### config.mk
export PLATFORM = sky130hd
export DESIGN_NAME = wmms_seq
export DESIGN_NICKNAME = d
export VERILOG_FILES = /design/src/rtl/core/wmms_pkg.sv /design/src/rtl/core/wmms_seq.sv
export SDC_FILE = /design/constraint.sdc
export NUM_CORES = 1
export LEC_CHECK = 0
export ABC_AREA = 1
export BUFFER_PORTS_ARGS = -buffer_cell sky130_fd_sc_hd__buf_2
export CAP_MARGIN = 15
export CORE_AREA = 3 3 40 42
export CTS_CLUSTER_DIAMETER = 40
export DETAILED_ROUTE_END_ITERATION = 12
export DIE_AREA = 0 0 43 45
export PLACE_DENSITY_LB_ADDON = 0.25
export SLEW_MARGIN = 0
export SYNTH_ARGS = -nofsm -noshare
export SYNTH_HDL_FRONTEND = slang
export SYNTH_SLANG_ARGS = --single-unit
### constraint.sdc
create_clock -name clk -period 1.5 [get_ports clk]
set_clock_uncertainty 0.05 [all_clocks]
set_input_delay 0.15 -clock clk [delete_from_list [all_inputs] [get_ports clk]]
set_output_delay 0.15 -clock clk [all_outputs]
set_load 0.02 [all_outputs]
### src/rtl/core/wmms_pkg.sv
`timescale 1ns / 1ps

package wmms_pkg;

    // Defaults for the top-level parameters
    localparam int DEF_WINDOW_DEPTH = 64;
    localparam int DEF_CHANNELS     = 4;

    // Fixed field widths
    localparam int SAMPLE_W  = 24;
    localparam int MIN_W     = 20;
    localparam int COUNT_W   = 7;
    localparam int CHAN_W    = 2;
    localparam int WLEN_W    = 7;
    localparam int QUO_W     = 24;
    localparam int DIV_CNT_W = 5;

    localparam logic [WLEN_W-1:0]    WLEN_RESET = 7'd60;
    localparam logic [MIN_W-1:0]     MIN_START  = 20'd1000000;
    localparam logic [DIV_CNT_W-1:0] DIV_STEPS  = 5'd24;

    // Item opcodes
    localparam logic ACT_RECORD = 1'b0;
    localparam logic ACT_REPORT = 1'b1;

    typedef struct packed {
        logic                action;
        logic [CHAN_W-1:0]   channel;
        logic [SAMPLE_W-1:0] sample_us;
    } req_item_t;

    typedef struct packed {
        logic [MIN_W-1:0]    min_us;
        logic [SAMPLE_W-1:0] mean_us;
        logic [SAMPLE_W-1:0] max_us;
        logic [COUNT_W-1:0]  count;
    } rsp_item_t;

    // Microprogram addresses
    typedef enum logic [3:0] {
        S_FETCH    = 4'd0,
        S_CHK_CH   = 4'd1,
        S_CHK_OP   = 4'd2,
        S_TRIM     = 4'd3,
        S_APPEND   = 4'd4,
        S_LOAD     = 4'd5,
        S_READ0    = 4'd6,
        S_ACC      = 4'd7,
        S_DIV_INIT = 4'd8,
        S_DIV      = 4'd9,
        S_EMIT     = 4'd10,
        S_EMPTY    = 4'd11
    } step_t;

    // Jump conditions
    typedef enum logic [3:0] {
        C_NONE,
        C_ALWAYS,
        C_NO_REQ,
        C_BAD_CH,
        C_REPORT,
        C_HELD_ZERO,
        C_MORE,
        C_DIV_MORE,
        C_OUT_BUSY
    } cond_t;

    typedef struct packed {
        logic  accept;
        logic  trim;
        logic  append;
        logic  load;
        logic  read;
        logic  acc;
        logic  div_init;
        logic  div_step;
        logic  clear;
        logic  emit;
        logic  last;
        cond_t cond;
        step_t target;
    } ctl_t;

    typedef struct packed {
        logic req_valid;
        logic bad_ch;
        logic report;
        logic held_zero;
        logic more;
        logic div_more;
        logic out_busy;
    } status_t;

    // Control store: one word per step
    function automatic ctl_t ucode_rom(step_t step);
        ctl_t w;
        w        = '0;
        w.cond   = C_NONE;
        w.target = S_FETCH;
        unique case (step)
            S_FETCH:
            begin
                w.accept = 1'b1;
                w.cond   = C_NO_REQ;
                w.target = S_FETCH;
            end
            S_CHK_CH:
            begin
                w.cond   = C_BAD_CH;
                w.target = S_EMPTY;
            end
            S_CHK_OP:
            begin
                w.cond   = C_REPORT;
                w.target = S_LOAD;
            end
            S_TRIM:
            begin
                w.trim = 1'b1;
            end
            S_APPEND:
            begin
                w.append = 1'b1;
            end
            S_LOAD:
            begin
                w.load   = 1'b1;
                w.cond   = C_HELD_ZERO;
                w.target = S_EMPTY;
            end
            S_READ0:
            begin
                w.read = 1'b1;
            end
            S_ACC:
            begin
                w.acc    = 1'b1;
                w.read   = 1'b1;
                w.cond   = C_MORE;
                w.target = S_ACC;
            end
            S_DIV_INIT:
            begin
                w.div_init = 1'b1;
            end
            S_DIV:
            begin
                w.div_step = 1'b1;
                w.cond     = C_DIV_MORE;
                w.target   = S_DIV;
            end
            S_EMIT:
            begin
                w.emit   = 1'b1;
                w.last   = 1'b1;
                w.cond   = C_OUT_BUSY;
                w.target = S_EMIT;
            end
            S_EMPTY:
            begin
                w.clear  = 1'b1;
                w.cond   = C_ALWAYS;
                w.target = S_EMIT;
            end
            default:
            begin
                w.cond   = C_ALWAYS;
                w.target = S_FETCH;
            end
        endcase
        return w;
    endfunction

endpackage

### src/rtl/core/wmms_seq.sv
`timescale 1ns / 1ps

module wmms_seq (
    input  logic              clk,
    input  logic              rst_n,
    input  wmms_pkg::status_t stat,
    output wmms_pkg::ctl_t    ctl
);
    import wmms_pkg::*;

    step_t      step_reg;
    step_t      step_next;
    logic       jump;
    logic [3:0] step_inc;

    always_ff @(posedge clk or negedge rst_n)
    begin
        if (!rst_n)
        begin
            step_reg <= S_FETCH;
        end
        else
        begin
            step_reg <= step_next;
        end
    end

    always_comb
    begin
        ctl = ucode_rom(step_reg);
    end

    always_comb
    begin
        unique case (ctl.cond)
            C_NONE:      jump = 1'b0;
            C_ALWAYS:    jump = 1'b1;
            C_NO_REQ:    jump = !stat.req_valid;
            C_BAD_CH:    jump = stat.bad_ch;
            C_REPORT:    jump = stat.report;
            C_HELD_ZERO: jump = stat.held_zero;
            C_MORE:      jump = stat.more;
            C_DIV_MORE:  jump = stat.div_more;
            C_OUT_BUSY:  jump = stat.out_busy;
            default:     jump = 1'b0;
        endcase
    end

    always_comb
    begin
        step_inc = 4'(step_reg) + 4'd1;
        priority if (jump)
        begin
            step_next = ctl.target;
        end
        else if (ctl.last)
        begin
            step_next = S_FETCH;
        end
        else
        begin
            step_next = step_t'(step_inc);
        end
    end

    a_accept_dispatch: assert property (@(posedge clk) disable iff (!rst_n)
        ctl.accept && stat.req_valid |=> step_reg == S_CHK_CH)
        else $error("accepted beat did not advance to channel check");

    a_emit_returns: assert property (@(posedge clk) disable iff (!rst_n)
        ctl.emit && !stat.out_busy |=> step_reg == S_FETCH)
        else $error("sequencer did not return to fetch after emit");

    a_step_legal: assert property (@(posedge clk) disable iff (!rst_n)
        step_reg <= S_EMPTY)
        else $error("sequencer left the microprogram");

endmodule

# Yosys cells after proc, flatten, opt, wreduce, memory -nomap -nowiden
# Cells that the tools add are included.
# W data, S select, Z words.
totals:
  register_bits: 4
  input_bits: 9
  out_inout_bits: 19
  word_cells: 39
classes:
  addsub: 1
  eq_ne: 19
  n_mux: 14
  n_reduce_logical: 4
ops:
  columns: ["cell", "n"]
  rows:
  - ["$pmux W8 S9", 1]
  - ["$eq A4 B3 Y1 const B", 8]
  - ["$eq A4 B4 Y1 const B", 5]
  - ["$eq A4 B2 Y1 const B", 4]
  - ["$mux W1", 9]
  - ["$eq A4 B1 Y1 const B", 2]
  - ["$mux W4", 2]
  - ["$pmux W1 S8", 1]
  - ["$add A4 B1 Y4 const B", 1]
  - ["$logic_not A4 Y1", 1]
  - ["$reduce_or A4 Y1", 1]
  - ["$mux W2", 1]
  - ["$reduce_or A2 Y1", 1]
  - ["$logic_not A1 Y1", 1]

# Depth between registers and ports, before layout
logic_depth:
  depth_word: 6
  mapped_depth: 9
  mapped_depth_nobuf: 9

# Worst setup path after synthesis
# OpenSTA, ideal clock, no wires.
synth_timing:
  kind: "register -> register"
  from: "register step_reg[3]"
  to: "register step_reg[0]"
  setup_ns: 0.066
  arrival_ns: 1.374
  t_required_ns: 1.384
  path_slack_ns: 0.011
  stages_incl_launch_ff: 8
  n_path_buf: 0
  synth_period_minus_slack_ns: 1.489
  path_cell_list: "dfrtp_1 inv_2 nand2_1 nor2_2 nor2_1 a21oi_2 nand2_1 nand2_1"
synth_lines:
  columns: ["item", "line", "text"]
  rows:
  - ["start, declared", "wmms_seq.sv:11", "step_t step_reg;"]
  - ["start signal, assigned", "wmms_seq.sv:24", "step_reg <= step_next;"]

==> metrics.csv <==
metric,value,unit
Worst Path Arrival,1.42,ns
syn avg cell area,5.55,sq um
Post-Syn Area,472,sq um
met1 capacity usage during global routing,21.1,%
Post-Route WL,1850,um
Leak,0.498,nW
grt met3 use,1.99,%
clk slew on worst S/H paths,0.03,ns
Post-Syn Instances,85,
CTS root buffer,clkbuf_4,
largest cells by area after synthesis,"dfrtp_1 (21%), nand2_1 (17%), nor2_1 (13%), nand3_1 (11%), inv_1 (7.2%)",
Clock Path Buffers,2,
final hold viol count,0,
initial core utilization,36.7,%
initial DRC count,15,
port bufs,27,
crit-path max FO,5,
highest clock rate,619,MHz
Sink Count,4,
Nets,138,
Yosys top cell by area,dfrtp_1,
failing checks,negative setup slack,
Routed wire per std cell,13.0,um
RePlAce Congestion,0.810,
PwrDens,2650,nW/um^2
Worst-Margin Slew,0.221,ns
startpoint types,register,
# diodes,0,
DP HPWL,1140,um
via count,720,
YS warnings,0,
met2 Track Usage GR,32.9,%
Worst Hold Slack,0.204,ns
GRT Overall Usage,18.8,%
vias in the first global route,675,
first-pass GRT wire length,2750,um
busiest grt layer,met2,
largest net degree at the start of global routing,9,
total CTS buffers,3,
Die X,43,um
Area Overhead vs Synth,89.9,%
drt drc,0,
initial antenna violation count,0,
Worst EP required,1.30,ns
maxcap violations,0,
Synth cell types,17,
syn_nets,94,
critical path class,reg -> out,
"commonest non-fill, non-tap cell in the layout",buf_4,
Peak VDD IR,0.00161,V
relative slew slack,85.2,%
register area share after synthesis,21.2,%
layout cells sized above 1,61.4,%
Vias per Instance,5.07,
DRT antenna net count,0,
Die H,45,um
I/O Pins,28,
"FF+latch count, synth",4,
die area,1940,sq um
unrepaired setup endpoints after global routing,true,
GR Overflow Total,0,
cell row count,13,
Max Slew Vio Count,0,
core area,1280,sq um
TritonRoute pass-1 iters,5,
post-synth top area share,21.2,%
Setup crit end kind,output pin,
Worst Reg2Reg Path Length in Cells,9,
post-layout min period,1.62,ns
H-tree levels,1,
most frequent cells in the layout,"buf_4 (20), nand2_1 (15), buf_2 (15), nor2_1 (11)",
status,finished with violations,
Final period util,108,%
worst skew pair latency,0.23,ns
"Core Util, Final",69.7,%
final worst setup slack,-0.115,ns
Worst Hold Class,in -> async,
max reg flops,4,
final setup violation count,14,
CTS tree,yes,
[stage by stage]
step	instance area (sq um)	total power, mW	TNS, ns	setup slack (ns)	cells
finish	896	2.37	-0.638	-0.115	142
global placement	618	1.58	0	0.00950	126
floorplan	472	1.21	0	0.0109	85
detailed placement	618	1.57	0	0.0273	126
global route	896	2.54	-1.91	-0.178	142
CTS	768	2.04	-0.477	-0.0895	138
[synth_stat cells]
master and n:
a21oi_1 3, a21oi_2 1, a221oi_1 1, buf_4 1, clkinv_1 1, dfrtp_1 4
inv_1 9, inv_2 5, nand2_1 21, nand2_2 3, nand3_1 10, nand3b_1 1
nor2_1 16, nor2_2 5, nor2_4 1, o211ai_1 1, o21ai_0 2
[cell families after synthesis]
group,count (synthesis),share of synthesized area (%)
DFF,4,21.2
and+or+nand+nor,57,54.6
buffers and inverters,16,13.5
AOI/OAI and AO/OA,8,10.6
[worst max-delay path: stages (launching register included)]
cell and delay, ns:
dfrtp_2 0.48, nor2_4 0.17, inv_4 0.07, nor2_4 0.09, nor2_2 0.05, a21oi_2 0.15, buf_4 0.16
[cell type report]
type,instances,area [sq um]
inverter,15,68.8
clock buffer,3,22.5
sequential,4,105
tap,15,18.8
fill,112,389
timing repair buffer,40,280
multi-input combinational,65,400
[path summary, 6_finish.rpt]
check	startpoint	end	slack [ns]
min in group clk	stat[0]	step_reg[1]	0.29
max reg2reg	step_reg[1]	step_reg[3]	-0.01
min	rst_n	step_reg[1]	0.20
min reg2reg	step_reg[0]	step_reg[0]	0.70
max	step_reg[2]	ctl[0]	-0.12
max in group asynchronous	rst_n	step_reg[2]	1.06
[power by group]
part           switching, mW  total (mW)  internal (mW)
combinational           1.15        1.94          0.786
clock                 0.0414       0.131         0.0893
sequential             0.131       0.304          0.173
[layer usage]
| layer | routed length, um | part of all wire, % | vias to the layer above |
|---|---|---|---|
| met5 | 0 | 0 | - |
| met1 | 723 | 39 | 336 |
| li1 | - | - | 349 |
| met4 | 55 | 3.0 | 0 |
| met3 | 123 | 6.7 | 7 |
| met2 | 943 | 51 | 28 |
[what timing repair did]
item                                   CTS  global route
setup endpoints to repair               13            21
hold buffers                             1             0
resized for setup                       22            29
pin swaps                                7            10
setup buffers                            8             4
endpoints found under the hold margin    4             0
No activity file was read; power rests on OpenSTA's default activity.
